===== src/i2cm_pkg.sv =====
// i2cm_pkg: shared types and constants for the I2C register access master.
// Used by every module of the block; depends on nothing.

package i2cm_pkg;

    // Largest burst length accepted by default.
    localparam int READ_LEN_MAX_DEF = 255;

    // Configuration register indexes.
    localparam int          CFG_IDX_W      = 2;
    localparam logic [1:0]  CFG_DEV_ADDR   = 2'd0;
    localparam logic [1:0]  CFG_PHASE_TCKS = 2'd1;
    localparam logic [1:0]  CFG_ACK_TMO    = 2'd2;

    // Configuration reset values.
    localparam logic [7:0]  DEV_ADDR_RST   = 8'd230;
    localparam logic [7:0]  PHASE_TCKS_RST = 8'd5;
    localparam logic [7:0]  ACK_TMO_RST    = 8'd250;

    // Command codes.
    localparam logic [1:0]  FUNC_NONE  = 2'd0;
    localparam logic [1:0]  FUNC_WRITE = 2'd1;
    localparam logic [1:0]  FUNC_READ  = 2'd2;
    localparam logic [1:0]  FUNC_WAKE  = 2'd3;

    typedef struct packed {
        logic [7:0] dev_addr;
        logic [7:0] phase_ticks;
        logic [7:0] ack_timeout;
    } cfg_t;

    typedef struct packed {
        logic [1:0] func;
        logic [7:0] reg_addr;
        logic [7:0] wr_data;
        logic [7:0] read_len;
        logic       sda_in;
    } tick_t;

    typedef struct packed {
        logic       scl_level;
        logic       sda_pull_low;
        logic [7:0] rd_data;
        logic       rd_valid;
        logic       rd_last;
        logic       done_res;
        logic       nack_error;
        logic       busy_res;
    } res_t;

endpackage


===== src/i2cm_cfg.sv =====
// i2cm_cfg: configuration register file (device address, phase length, ack timeout).
// Depends on i2cm_pkg.

module i2cm_cfg (
    input  logic                           clk,
    input  logic                           rst_n,
    input  logic                           cfg_wr_en,
    input  logic [i2cm_pkg::CFG_IDX_W-1:0] cfg_index,
    input  logic [7:0]                     cfg_wr_data,
    output i2cm_pkg::cfg_t                 cfg
);

    i2cm_pkg::cfg_t cfg_reg;

    always_ff @(posedge clk or negedge rst_n)
    begin
        if (!rst_n)
        begin
            cfg_reg.dev_addr    <= i2cm_pkg::DEV_ADDR_RST;
            cfg_reg.phase_ticks <= i2cm_pkg::PHASE_TCKS_RST;
            cfg_reg.ack_timeout <= i2cm_pkg::ACK_TMO_RST;
        end
        else if (cfg_wr_en)
        begin
            case (cfg_index)
                i2cm_pkg::CFG_DEV_ADDR:   cfg_reg.dev_addr    <= cfg_wr_data;
                i2cm_pkg::CFG_PHASE_TCKS: cfg_reg.phase_ticks <= cfg_wr_data;
                i2cm_pkg::CFG_ACK_TMO:    cfg_reg.ack_timeout <= cfg_wr_data;
                default: ;  // unmapped index: write dropped
            endcase
        end
    end

    assign cfg = cfg_reg;

endmodule


===== src/i2cm_seq.sv =====
// i2cm_seq: bus sequencer state and its one-tick next-state / output logic.
// Depends on i2cm_pkg.

module i2cm_seq #(
    parameter int READ_LEN_MAX = i2cm_pkg::READ_LEN_MAX_DEF
) (
    input  logic           clk,
    input  logic           rst_n,
    input  logic           step,
    input  i2cm_pkg::tick_t item,
    input  i2cm_pkg::cfg_t  cfg,
    output i2cm_pkg::res_t  res
);

    localparam logic [4:0] S_IDLE   = 5'd0;
    localparam logic [4:0] S_ST_HI  = 5'd1;
    localparam logic [4:0] S_ST_LO  = 5'd2;
    localparam logic [4:0] S_TX_LO  = 5'd3;
    localparam logic [4:0] S_TX_HI  = 5'd4;
    localparam logic [4:0] S_ACK_LO = 5'd5;
    localparam logic [4:0] S_ACK_HI = 5'd6;
    localparam logic [4:0] S_RS_LO  = 5'd7;
    localparam logic [4:0] S_RX_LO  = 5'd8;
    localparam logic [4:0] S_RX_HI  = 5'd9;
    localparam logic [4:0] S_MA_LO  = 5'd10;
    localparam logic [4:0] S_MA_HI  = 5'd11;
    localparam logic [4:0] S_SP_LO  = 5'd12;
    localparam logic [4:0] S_SP_HI  = 5'd13;
    localparam logic [4:0] S_SP_END = 5'd14;

    localparam logic [1:0] STG_ADDR_W = 2'd0;
    localparam logic [1:0] STG_REG    = 2'd1;
    localparam logic [1:0] STG_DATA   = 2'd2;
    localparam logic [1:0] STG_ADDR_R = 2'd3;

    localparam logic [7:0] LEN_CAP = 8'((READ_LEN_MAX > 255) ? 255 : READ_LEN_MAX);

    logic [4:0]  state_reg,  state_next;
    logic [7:0]  phase_reg,  phase_next;
    logic [3:0]  bit_reg,    bit_next;
    logic [7:0]  shift_reg,  shift_next;
    logic [7:0]  left_reg,   left_next;
    logic [7:0]  ackw_reg,   ackw_next;
    logic [17:0] cmd_reg,    cmd_next;
    logic [1:0]  stage_reg,  stage_next;
    logic        aerr_reg,   aerr_next;

    logic [7:0]  phase_len;
    logic        pd;
    logic [7:0]  len_clip;
    logic [7:0]  shift_in;
    logic [3:0]  bit_inc;
    logic [7:0]  left_dec;
    logic        ack_ok;
    logic        ack_miss;

    // Zero phase length behaves as one tick.
    assign phase_len = (cfg.phase_ticks == 8'd0) ? 8'd1 : cfg.phase_ticks;
    assign pd        = ({1'b0, phase_reg} + 9'd1) >= {1'b0, phase_len};
    assign len_clip  = (32'(item.read_len) > READ_LEN_MAX) ? LEN_CAP : item.read_len;
    assign shift_in  = {shift_reg[6:0], item.sda_in};
    assign bit_inc   = bit_reg + 4'd1;
    assign left_dec  = (left_reg != 8'd0) ? left_reg - 8'd1 : 8'd0;
    assign ack_ok    = !item.sda_in && pd;
    assign ack_miss  = item.sda_in && (ackw_reg >= cfg.ack_timeout);

    always_comb
    begin
        state_next = state_reg;
        phase_next = phase_reg;
        bit_next   = bit_reg;
        shift_next = shift_reg;
        left_next  = left_reg;
        ackw_next  = ackw_reg;
        cmd_next   = cmd_reg;
        stage_next = stage_reg;
        aerr_next  = aerr_reg;

        res              = '0;
        res.scl_level    = 1'b1;
        res.busy_res     = (state_reg != S_IDLE);

        // Line levels come from the state at the start of the tick.
        case (state_reg)
            S_ST_LO:  res.sda_pull_low = 1'b1;
            S_TX_LO:
            begin
                res.scl_level    = 1'b0;
                res.sda_pull_low = !shift_reg[7];
            end
            S_TX_HI:  res.sda_pull_low = !shift_reg[7];
            S_ACK_LO, S_RS_LO, S_RX_LO: res.scl_level = 1'b0;
            S_MA_LO:
            begin
                res.scl_level    = 1'b0;
                res.sda_pull_low = (left_reg > 8'd1);
            end
            S_MA_HI:  res.sda_pull_low = (left_reg > 8'd1);
            S_SP_LO:
            begin
                res.scl_level    = 1'b0;
                res.sda_pull_low = 1'b1;
            end
            S_SP_HI:  res.sda_pull_low = 1'b1;
            default: ;
        endcase

        // Timed states advance the phase counter unless the phase ends.
        if (state_reg != S_IDLE && !pd)
            phase_next = phase_reg + 8'd1;

        case (state_reg)
            S_IDLE:
            begin
                phase_next = phase_reg;
                if (item.func != i2cm_pkg::FUNC_NONE)
                begin
                    cmd_next   = {item.func, item.reg_addr, item.wr_data};
                    left_next  = len_clip;
                    stage_next = STG_ADDR_W;
                    aerr_next  = 1'b0;
                    ackw_next  = 8'd0;
                    shift_next = cfg.dev_addr;
                    bit_next   = 4'd0;
                    state_next = S_ST_HI;
                    phase_next = 8'd0;
                end
            end
            S_ST_HI:  if (pd) begin state_next = S_ST_LO;  phase_next = 8'd0; end
            S_ST_LO:  if (pd) begin state_next = S_TX_LO;  phase_next = 8'd0; end
            S_TX_LO:  if (pd) begin state_next = S_TX_HI;  phase_next = 8'd0; end
            S_TX_HI:
            begin
                if (pd)
                begin
                    shift_next = {shift_reg[6:0], 1'b0};
                    bit_next   = bit_inc;
                    phase_next = 8'd0;
                    if (bit_inc < 4'd8)
                        state_next = S_TX_LO;
                    else if (cmd_reg[17:16] == i2cm_pkg::FUNC_WAKE && stage_reg == STG_ADDR_W)
                        state_next = S_SP_LO;   // wake-up: no ack clock
                    else
                        state_next = S_ACK_LO;
                end
            end
            S_ACK_LO:
            begin
                if (pd)
                begin
                    ackw_next  = 8'd0;
                    state_next = S_ACK_HI;
                    phase_next = 8'd0;
                end
            end
            S_ACK_HI:
            begin
                if (item.sda_in && !ack_miss)
                    ackw_next = ackw_reg + 8'd1;
                if (ack_ok || ack_miss)
                begin
                    phase_next = 8'd0;
                    case (stage_reg)
                        STG_ADDR_W:
                        begin
                            if (ack_miss)
                            begin
                                aerr_next  = 1'b1;
                                state_next = S_SP_LO;
                            end
                            else
                            begin
                                stage_next = STG_REG;
                                shift_next = cmd_reg[15:8];
                                bit_next   = 4'd0;
                                state_next = S_TX_LO;
                            end
                        end
                        STG_REG:
                        begin
                            bit_next = 4'd0;
                            if (cmd_reg[17:16] == i2cm_pkg::FUNC_WRITE)
                            begin
                                stage_next = STG_DATA;
                                shift_next = cmd_reg[7:0];
                                state_next = S_TX_LO;
                            end
                            else
                            begin
                                stage_next = STG_ADDR_R;
                                shift_next = cfg.dev_addr | 8'h01;
                                state_next = S_RS_LO;
                            end
                        end
                        STG_DATA: state_next = S_SP_LO;
                        default:
                        begin
                            if (left_reg == 8'd0)
                                state_next = S_SP_LO;
                            else
                            begin
                                shift_next = 8'd0;
                                bit_next   = 4'd0;
                                state_next = S_RX_LO;
                            end
                        end
                    endcase
                end
            end
            S_RS_LO:  if (pd) begin state_next = S_ST_HI;  phase_next = 8'd0; end
            S_RX_LO:  if (pd) begin state_next = S_RX_HI;  phase_next = 8'd0; end
            S_RX_HI:
            begin
                if (pd)
                begin
                    shift_next = shift_in;
                    bit_next   = bit_inc;
                    phase_next = 8'd0;
                    if (bit_inc < 4'd8)
                        state_next = S_RX_LO;
                    else
                    begin
                        res.rd_data  = shift_in;
                        res.rd_valid = 1'b1;
                        res.rd_last  = (left_reg == 8'd1);
                        state_next   = S_MA_LO;
                    end
                end
            end
            S_MA_LO:  if (pd) begin state_next = S_MA_HI;  phase_next = 8'd0; end
            S_MA_HI:
            begin
                if (pd)
                begin
                    left_next  = left_dec;
                    phase_next = 8'd0;
                    if (left_dec == 8'd0)
                        state_next = S_SP_LO;
                    else
                    begin
                        shift_next = 8'd0;
                        bit_next   = 4'd0;
                        state_next = S_RX_LO;
                    end
                end
            end
            S_SP_LO:  if (pd) begin state_next = S_SP_HI;  phase_next = 8'd0; end
            S_SP_HI:  if (pd) begin state_next = S_SP_END; phase_next = 8'd0; end
            S_SP_END:
            begin
                if (pd)
                begin
                    res.done_res   = 1'b1;
                    res.nack_error = aerr_reg;
                    state_next     = S_IDLE;
                    phase_next     = 8'd0;
                end
            end
            default:
            begin
                state_next = S_IDLE;
                phase_next = 8'd0;
            end
        endcase
    end

    always_ff @(posedge clk or negedge rst_n)
    begin
        if (!rst_n)
        begin
            state_reg <= S_IDLE;
            phase_reg <= 8'd0;
            bit_reg   <= 4'd0;
            shift_reg <= 8'd0;
            left_reg  <= 8'd0;
            ackw_reg  <= 8'd0;
            cmd_reg   <= 18'd0;
            stage_reg <= STG_ADDR_W;
            aerr_reg  <= 1'b0;
        end
        else if (step)
        begin
            state_reg <= state_next;
            phase_reg <= phase_next;
            bit_reg   <= bit_next;
            shift_reg <= shift_next;
            left_reg  <= left_next;
            ackw_reg  <= ackw_next;
            cmd_reg   <= cmd_next;
            stage_reg <= stage_next;
            aerr_reg  <= aerr_next;
        end
    end

    // A transaction only ends from a busy state.
    a_done_busy: assert property (@(posedge clk) disable iff (!rst_n)
        step && res.done_res |-> res.busy_res)
        else $error("done raised while idle");

    // An address error is only reported with done.
    a_nack_done: assert property (@(posedge clk) disable iff (!rst_n)
        res.nack_error |-> res.done_res)
        else $error("nack_error without done");

    // After a received byte the master acknowledge phase follows.
    a_rx_then_ma: assert property (@(posedge clk) disable iff (!rst_n)
        step && res.rd_valid |=> state_reg == S_MA_LO)
        else $error("byte received but no master ack phase");

    // Bit counter never runs past one byte.
    a_bit_range: assert property (@(posedge clk) disable iff (!rst_n)
        bit_reg <= 4'd8)
        else $error("bit counter out of range");

endmodule


===== src/i2cm_out.sv =====
// i2cm_out: result register with valid/stall handshake toward the consumer.
// Depends on i2cm_pkg.

module i2cm_out (
    input  logic           clk,
    input  logic           rst_n,
    input  logic           step,
    input  i2cm_pkg::res_t  res,
    output logic           res_valid,
    input  logic           res_stall,
    output i2cm_pkg::res_t  res_data,
    output logic           full_stall
);

    logic           valid_reg;
    i2cm_pkg::res_t data_reg;

    always_ff @(posedge clk or negedge rst_n)
    begin
        if (!rst_n)
            valid_reg <= 1'b0;
        else if (step)
            valid_reg <= 1'b1;
        else if (!res_stall)
            valid_reg <= 1'b0;
    end

    always_ff @(posedge clk)
    begin
        if (step)
            data_reg <= res;
    end

    // A new tick is taken whenever the held result leaves this cycle or none is held.
    assign full_stall = valid_reg && res_stall;
    assign res_valid  = valid_reg;
    assign res_data   = data_reg;

endmodule


===== src/i2c_master_register_access_unit.sv =====
// i2c_master_register_access_unit: top level of the I2C register access master.
// Depends on i2cm_pkg, i2cm_cfg, i2cm_seq and i2cm_out.
//
//   channel | direction | handshake            | payload
//   --------+-----------+----------------------+---------------------------
//   tick    | in        | tick_valid/tick_stall| tick_data (i2cm_pkg::tick_t)
//   res     | out       | res_valid/res_stall  | res_data  (i2cm_pkg::res_t)
//   cfg     | in        | cfg_wr_en            | cfg_index, cfg_wr_data
//
// One tick transfer is taken per clock while tick_stall is low; its result is in
// the result register the next cycle. The sequencer's next-state and output
// logic between the state registers and the result register is combinational.
// tick_stall rises only while a result is held and res_stall is high.
// After rst_n the bus lines idle high, the sequencer is idle and the
// configuration registers hold their defaults.

module i2c_master_register_access_unit #(
    parameter int READ_LEN_MAX = i2cm_pkg::READ_LEN_MAX_DEF
) (
    input  logic                           clk,
    input  logic                           rst_n,
    input  logic                           tick_valid,
    output logic                           tick_stall,
    input  i2cm_pkg::tick_t                tick_data,
    output logic                           res_valid,
    input  logic                           res_stall,
    output i2cm_pkg::res_t                 res_data,
    input  logic                           cfg_wr_en,
    input  logic [i2cm_pkg::CFG_IDX_W-1:0] cfg_index,
    input  logic [7:0]                     cfg_wr_data
);

    i2cm_pkg::cfg_t cfg;
    i2cm_pkg::res_t res;
    logic           step;

    // A tick transfer advances the sequencer by one tick.
    assign step = tick_valid && !tick_stall;

    i2cm_cfg u_cfg (
        .clk         (clk),
        .rst_n       (rst_n),
        .cfg_wr_en   (cfg_wr_en),
        .cfg_index   (cfg_index),
        .cfg_wr_data (cfg_wr_data),
        .cfg         (cfg)
    );

    i2cm_seq #(
        .READ_LEN_MAX (READ_LEN_MAX)
    ) u_seq (
        .clk   (clk),
        .rst_n (rst_n),
        .step  (step),
        .item  (tick_data),
        .cfg   (cfg),
        .res   (res)
    );

    i2cm_out u_out (
        .clk        (clk),
        .rst_n      (rst_n),
        .step       (step),
        .res        (res),
        .res_valid  (res_valid),
        .res_stall  (res_stall),
        .res_data   (res_data),
        .full_stall (tick_stall)
    );

endmodule


===== config.mk =====
export PLATFORM = sky130hd
export DESIGN_NAME = i2c_master_register_access_unit
export DESIGN_NICKNAME = d
export VERILOG_FILES = /design/src/i2cm_pkg.sv /design/src/i2cm_cfg.sv /design/src/i2cm_seq.sv /design/src/i2cm_out.sv /design/src/i2c_master_register_access_unit.sv
export SDC_FILE = /design/constraint.sdc
export NUM_CORES = 1
export LEC_CHECK = 0
export BUFFER_PORTS_ARGS = -buffer_cell sky130_fd_sc_hd__buf_2
export CAP_MARGIN = 20
export CORE_MARGIN = 4
export CORE_UTILIZATION = 35
export DETAILED_ROUTE_END_ITERATION = 8
export PLACE_DENSITY = 0.59
export RECOVER_POWER = 50
export SLEW_MARGIN = 25
export SYNTH_ARGS = -nofsm -noshare
export SYNTH_HDL_FRONTEND = slang
export SYNTH_HIERARCHICAL = 1
export SYNTH_SLANG_ARGS = --single-unit

===== constraint.sdc =====
create_clock -name clk -period 2.7 [get_ports clk]
set_input_delay 0.135 -clock clk [delete_from_list [all_inputs] [get_ports clk]]
set_output_delay 0.135 -clock clk [all_outputs]
set_load 0.005 [all_outputs]

==> results of run 1 <==
==> layer usage <==
layer	share of wire (%)	track usage (%)	wire, um
met1	45	23.5	7130
met2	48	27.3	7530
met3	5.4	4.32	847
met4	1.2	4.48	192
met5	0	0	0
==> worst max-delay path, delay by kind of cell (launching register included) <==
family	cells	cell delay (ns)
buf+inv	3	0.46
xor+xnor	1	0.18
compound gates	4	0.75
fa+ha+maj	1	0.27
simple gates	5	0.62
flops	1	0.44
==> report_power, final <==
part	switching (W)	internal, W
sequential	0.000477	0.00200
clock	0.000587	0.000647
combinational	0.00139	0.00125
==> cell families after synthesis <==
family | after synthesis
AO/OA/AOI/OAI | 148
XOR/XNOR | 8
adder cells (fa/ha/maj) | 21
buffers and inverters | 43
flip-flops | 101
multiplexers | 26
AND/OR/NAND/NOR | 230
==> metrics by stage <==
step,power [W],hold slack (ns),cells
2_1_floorplan,0.00385,-0.161,577
3_3_place_gp,0.00460,0.154,877
3_5_place_dp,0.00468,0.169,877
4_1_cts,0.00616,0.0364,923
5_1_grt,0.00677,0.0445,930
6_report,0.00635,0.0504,930
==> worst max-delay path by stage <==
stage,from,end,slack (ns),depth (start not counted)
global placement,u_seq/phase_reg[0]$_DFFE_PN0P_,u_out/res_data[3]$_DFFE_PP_,-0.12,10
global route,u_seq/phase_reg[0]$_DFFE_PN0P_,u_seq/bit_reg[1]$_DFFE_PN0P_,-0.24,15
detailed placement,u_seq/phase_reg[0]$_DFFE_PN0P_,u_out/res_data[3]$_DFFE_PP_,-0.15,10
CTS,u_seq/phase_reg[2]$_DFFE_PN0P_,u_seq/shift_reg[1]$_DFFE_PN0P_,-0.06,14
finish,u_seq/phase_reg[0]$_DFFE_PN0P_,u_seq/bit_reg[1]$_DFFE_PN0P_,-0.10,14
floorplan,u_seq/phase_reg[0]$_DFFE_PN0P_,u_seq/state_reg[1]$_DFFE_PN0P_,0.03,11
==> repair_timing <==
item / 4_1_cts / 5_1_grt
hold buffers: 18 / 0
buffers inserted: 9 / 8
endpoints found under the hold margin: 52 / 0
cloned: 4 / 1
pin swaps: 21 / 39
resized for setup: 37 / 54
setup endpoints to repair: 54 / 53
==> synth_stat cells, drive strengths merged, types with 7 or more instances <==
cell type,n
buf,14
inv,21
o31ai,12
a222oi,7
nand2b,11
a21oi,16
edfxtp,15
o21ai,55
and2,13
a22o,13
nand3,16
dfrtp,73
and3,8
a31oi,9
nand2,108
dfstp,13
mux2,25
nand4,8
nor3,8
nor2,33
ha,21
==> layout make-up <==
class | count | area (um^2)
fillers | 1515 | 8440
flip-flops and latches | 101 | 2620
well taps | 216 | 270
repair buffers | 140 | 1020
clock buffers | 10 | 239
inverters | 23 | 86.3
multi-input cells | 434 | 3110
clock inverters | 6 | 38.8
==> qor.txt, run 1 <==
Placed instance area -> 6480 um^2
CP Max Fanout -> 6
Final Setup Violations -> 50
Die width -> 135 um
Status -> complete, but fails checks
Detailed-route via count -> 4976
Critical-path cell list -> nand3_2 > nor2_2 > and3_1 > xor2_2 > ha_1 > a21boi_4 > a311oi_2 > buf_4 > nand2_4 > o2111ai_4 > buf_4 > buf_12 > nand2_1 > o21ai_1
Critical Path Sink Type -> flop
Xor and xnor area share after synthesis -> 1.24%
Nets@finish -> 772
Die H -> 135 um
RR Endpoint -> u_seq/bit_reg[1]$_DFFE_PN0P_
Worst Skew -> 0.00766 ns
Peak supply drop -> 0.531 mV
Gpl congestion -> 0.864
Simple-gate share of the synthesized area -> 21.0%
Sequential area share after synthesis -> 46.4%
Leakage -> 3.26 nW
CTS tree -> done
Worst Path Required -> 2.98 ns
Hold crit path type -> in2reg
RSZ-0062 raised after global routing -> yes
CP Class -> reg2reg
Synth Cell Area -> 5640 um^2
Util after Layout -> 46.7%
Post-route setup slack -> -0.104 ns
Failing checks -> negative setup slack
Worst r2r src -> u_seq/phase_reg[0]$_DFFE_PN0P_
DR WL/cell -> 16.9 um
GRT Total Usage -> 17.2%
Largest area contributor in the netlist -> dfrtp_1
Distinct cells, synth -> 77
Biggest cell delay along the critical path -> 0.44 ns
Largest cells by area after synthesis -> dfrtp_1 (32%), edfxtp_1 (8.0%), nand2_1 (7.2%)
Post-synthesis compound-gate area fraction -> 18.1%
Row cnt -> 46
Vias in the first global route -> 4867
Num CTS Buffers -> 9
Core Box Area -> 15800 um^2
Final Slew Violations -> 0
Count of state elements after synthesis -> 101
Routed WL -> 15700 um
Crit share post-route -> 104%
Synth warn -> 6
Largest net degree at the start of global routing -> 42
Clock-pin slew of the registers on the worst-case setup and hold paths -> 0.07 ns
Clk_lat worst skew -> 0.36 ns
CTS Root Cell -> clkbuf_16
Most frequent cells in the layout -> nand2_1 (103), dfrtp_1 (70), buf_2 (47), buf_4 (46), nor2_1 (25)
Type of origin of the critical path -> flop
Number of synthesized flops with an enable pin -> 15
Layout area overhead -> 31.0%
Post-detail-place hpwl -> 11000 um
Iter 0 DRT Violations -> 339
IO Count -> 59
Multiplexer share of the synthesized area -> 5.17%
First-pass GRT wire length -> 25000 um
Ys flop type -> dfrtp_1
DRC -> 0
HP Start -> tick_data[26]
Largest family of logic cells by synthesized area -> simple AND/OR/NAND/NOR gates
Pwr dens -> 860 nW/um^2
Ys async rst share -> 85.1%
Syn nets -> 640
Synth top area share -> 32.4%
Routed Antenna Nets -> 0
H-Tree Depth -> 3
Hold Fails Final Rpt -> 0
DRT Pass-1 Iters -> 5
Initial core utilization -> 35.6%
Gate Count Post-Synth -> 577
N_diodes -> 0
Pre-CTS WS -> -0.149 ns
Max Clk Rate -> 0.357 GHz
Clock Sinks -> 101
CP max-delay cell -> dfrtp_2
Tightest Pin Transition -> 1.22 ns
CTS max path bufs -> 2
Max-Cap Viols -> 0
Post-Syn Area per Cell -> 9.77 um^2
Cell mode on critical path -> buf_4
Vias/cell -> 5.35
Worst endpoint data arrival time -> 3.09 ns
Share of cells above drive strength 1 -> 32.6%
R2r setup slk -> -0.10 ns
Min Clock Period, post-route -> 2.80 ns
Die Area -> 18200 um^2
Hold path cells -> 3
Adder-cell share of the synthesized area -> 4.66%
Antenna violations before repair -> 0
Max transition margin -> 18.7%
Gr ovfl total -> 0
Post-route setup TNS -> -3.03 ns
Most common cell after layout, fill and taps aside -> nand2_1
Final instance area -> 7390 um^2
Max reg flops -> 24
Path depth of the worst reg2reg path -> 14
Worst Hold End -> u_seq/cmd_reg[17]$_DFFE_PN0P_
IO buf count -> 58
Note: power is estimated with default switching activity, not from simulation.
==> run 2: changes to the inputs <==
--- a/config.mk
+++ b/config.mk
@@ -7,10 +7,12 @@
 export LEC_CHECK = 0
 export BUFFER_PORTS_ARGS = -buffer_cell sky130_fd_sc_hd__buf_2
 export CAP_MARGIN = 20
+export CELL_PAD_IN_SITES_DETAIL_PLACEMENT = 1
+export CELL_PAD_IN_SITES_GLOBAL_PLACEMENT = 1
 export CORE_MARGIN = 4
 export CORE_UTILIZATION = 35
 export DETAILED_ROUTE_END_ITERATION = 8
-export PLACE_DENSITY = 0.59
+export PLACE_DENSITY = 0.71
 export RECOVER_POWER = 50
 export SLEW_MARGIN = 25
 export SYNTH_ARGS = -nofsm -noshare
==> qor.txt, run 2 (synthesis gave the netlist of run 1 again) <==
Status -> complete, but fails checks (unchanged)
Failing checks -> negative setup slack (unchanged)
Comb pwr share -> 42.6% (was 41.6%)
Gpl congestion -> 0.870 (was 0.864)
Delay-heaviest family, CP -> simple AND/OR/NAND/NOR gates (was compound AO/OA/AOI/OAI gates)
CTS max path bufs -> 2 (unchanged)
Cell Int Power -> 0.00393 W (was 0.00390 W)
Max Clk Rate -> 0.349 GHz (was 0.357 GHz)
Leakage -> 3.35 nW (was 3.26 nW)
Final Slew Violations -> 0 (unchanged)
Antenna violations before repair -> 0 (unchanged)
Worst Skew -> 0.00678 ns (was 0.00766 ns)
Critical-path cell list -> ha_4 > nand3_4 > nor2_4 > xor2_1 > ha_1 > a21oi_2 > a21boi_2 > a311o_1 > nor2_4 > nor4b_4 > buf_4 > and4_1 (was nand3_2 > nor2_2 > and3_1 > xor2_2 > ha_1 > a21boi_4 > a311oi_2 > buf_4 > nand2_4 > o2111ai_4 > buf_4 > buf_12 > nand2_1 > o21ai_1)
CP Class -> reg2reg (unchanged)
Gr ovfl total -> 0 (unchanged)
Max-Cap Viols -> 0 (unchanged)
Worst Path Required -> 2.81 ns (was 2.98 ns)
Clock-pin slew of the registers on the worst-case setup and hold paths -> 0.07 ns (about the same)
Die width -> 135 um (unchanged)
Routed Antenna Nets -> 0 (unchanged)
Vias/cell -> 5.49 (was 5.35)
Type of origin of the critical path -> flop (unchanged)
Nets@finish -> 777 (was 772)
Max reg flops -> 24 (unchanged)
Peak supply drop -> 0.399 mV (was 0.531 mV)
Vias in the first global route -> 5392 (was 4867)
CP Max Fanout -> 5 (was 6)
Die H -> 135 um (unchanged)
Crit share post-route -> 106% (was 104%)
Initial core utilization -> 35.6% (unchanged)
Clk_lat worst skew -> 0.36 ns (about the same)
Hold Fails Final Rpt -> 0 (unchanged)
Pwr dens -> 868 nW/um^2 (was 860 nW/um^2)
Worst endpoint data arrival time -> 2.97 ns (was 3.09 ns)
Detailed-route via count -> 5136 (was 4976)
IO Count -> 59 (unchanged)
Hold crit path type -> in2reg (unchanged)
Die Area -> 18200 um^2 (unchanged)
Switching part of the total -> 39.9% (was 38.7%)
Power share of the clock group -> 19.4% (about the same)
Critical Path Sink Type -> flop (unchanged)
DRC -> 0 (unchanged)
GRT Total Usage -> 19.9% (was 17.2%)
Switching pwr -> 0.00261 W (was 0.00246 W)
Routed WL -> 18100 um (was 15700 um)
Largest net degree at the start of global routing -> 80 (was 42)
CTS tree -> done (unchanged)
Most common cell after layout, fill and taps aside -> nand2_1 (unchanged)
Final Setup Violations -> 47 (was 50)
Reg power frac -> 38.0% (was 39.0%)
Layout area overhead -> 33.6% (was 31.0%)
First-pass GRT wire length -> 28700 um (was 25000 um)
Share of cells above drive strength 1 -> 36.2% (was 32.6%)
H-Tree Depth -> 3 (unchanged)
Row cnt -> 46 (unchanged)
Min Clock Period, post-route -> 2.86 ns (was 2.80 ns)
Fill count -> 1799 (was 1515)
Core Box Area -> 15800 um^2 (unchanged)
Biggest cell delay along the critical path -> 0.43 ns (was 0.44 ns)
CP max-delay cell -> dfrtp_2 (unchanged)
Worst Path Buf+Inv -> 1 (was 3)
Iter 0 DRT Violations -> 349 (was 339)
RSZ-0062 raised after global routing -> yes (unchanged)
Power Total -> 0.00654 W (was 0.00635 W)
Num CTS Buffers -> 9 (unchanged)
Tightest hold margin -> 0.0389 ns (was 0.0504 ns)
CTS Root Cell -> clkbuf_16 (unchanged)
DRT Pass-1 Iters -> 7 (was 5)
Path depth of the worst reg2reg path -> 12 (was 14)
Post-route setup slack -> -0.162 ns (was -0.104 ns)
Tightest Pin Transition -> 0.547 ns (was 1.22 ns)
N_diodes -> 0 (unchanged)
Post-detail-place hpwl -> 12500 um (was 11000 um)
Max transition margin -> 63.5% (was 18.7%)
Cell mode on critical path -> nor2_4 (was buf_4)
DR WL/cell -> 19.3 um (was 16.9 um)
Number of cells on the critical path -> 12 (was 14)
Hold path cells -> 2 (was 3)
Clock Sinks -> 101 (unchanged)
IO buf count -> 58 (unchanged)
Most frequent cells in the layout -> nand2_1 (103), dfrtp_1 (70), buf_2 (57), buf_4 (53), o21ai_0 (27) (was nand2_1 (103), dfrtp_1 (70), buf_2 (47), buf_4 (46), nor2_1 (25))
run 2: per-layer routing:
layer  global-route usage [%]  share of wire, %  vias to the layer above
li1                         -                 -                     2388
met1                     26.1                44                     2611
met2                     34.2                51                      118
met3                     3.80               4.0                       19
met4                     4.87               1.3                        0
met5                        0                 0                        -
run 2: timing repair:
action,in CTS,in global routing
cloned,4,1
endpoints found under the setup margin,54,54
pin swaps,17,21
resized for setup,43,61
hold endpoints to repair,90,0
hold buffers,18,0
buffers inserted,12,6
run 2: layout make-up:
class	count	area (um^2)	area share, %
clock inverters	7	55.1	0.731
clock buffers	9	225	2.99
repair buffers	145	1110	14.8
flip-flops and latches	101	2620	34.8
well taps	216	270	3.59
multi-input cells	434	3160	41.9
inverters	23	86.3	1.15
run 2: stage by stage:
| stage | TNS [ns] | instance area, um^2 | util (%) | std cells | setup WS (ns) |
|---|---|---|---|---|---|
| after floorplan | 0 | 5660 | - | 577 | 0.0336 |
| after global placement | -1.68 | 6500 | 41.1 | 879 | -0.126 |
| after detailed placement | -8.28 | 6500 | 41.1 | 879 | -0.284 |
| after CTS | -0.268 | 7280 | 46.0 | 929 | -0.0388 |
| after global routing | -11.17 | 7530 | 47.6 | 935 | -0.277 |
| final | -3.49 | 7530 | 47.6 | 935 | -0.162 |
run 2: path summary, 6_finish.rpt:
check	from	to	slack, ns
setup / recovery	u_seq/phase_reg[0]$_DFFE_PN0P_	u_out/res_data[3]$_DFFE_PP_	-0.16
hold / removal	cfg_wr_data[2]	u_cfg/cfg[10]$_DFFE_PN1P_	0.04
setup reg to reg	u_seq/phase_reg[0]$_DFFE_PN0P_	u_out/res_data[3]$_DFFE_PP_	-0.16
hold reg to reg	u_seq/cmd_reg[7]$_DFFE_PN0P_	u_seq/cmd_reg[7]$_DFFE_PN0P_	0.48
max in group asynchronous	rst_n	u_cfg/cfg[22]$_DFFE_PN1P_	1.57
min in group asynchronous	rst_n	u_seq/left_reg[6]$_DFFE_PN0P_	0.27
run 2: power groups by stage:
stage	logic, W	clock network [W]	registers, W
6_report	0.00278	0.00127	0.00249
5_1_grt	0.00305	0.00137	0.00254
4_1_cts	0.00256	0.00130	0.00247
3_5_place_dp	0.00230	0	0.00248
3_3_place_gp	0.00218	0	0.00245
2_1_floorplan	0.00156	0	0.00229
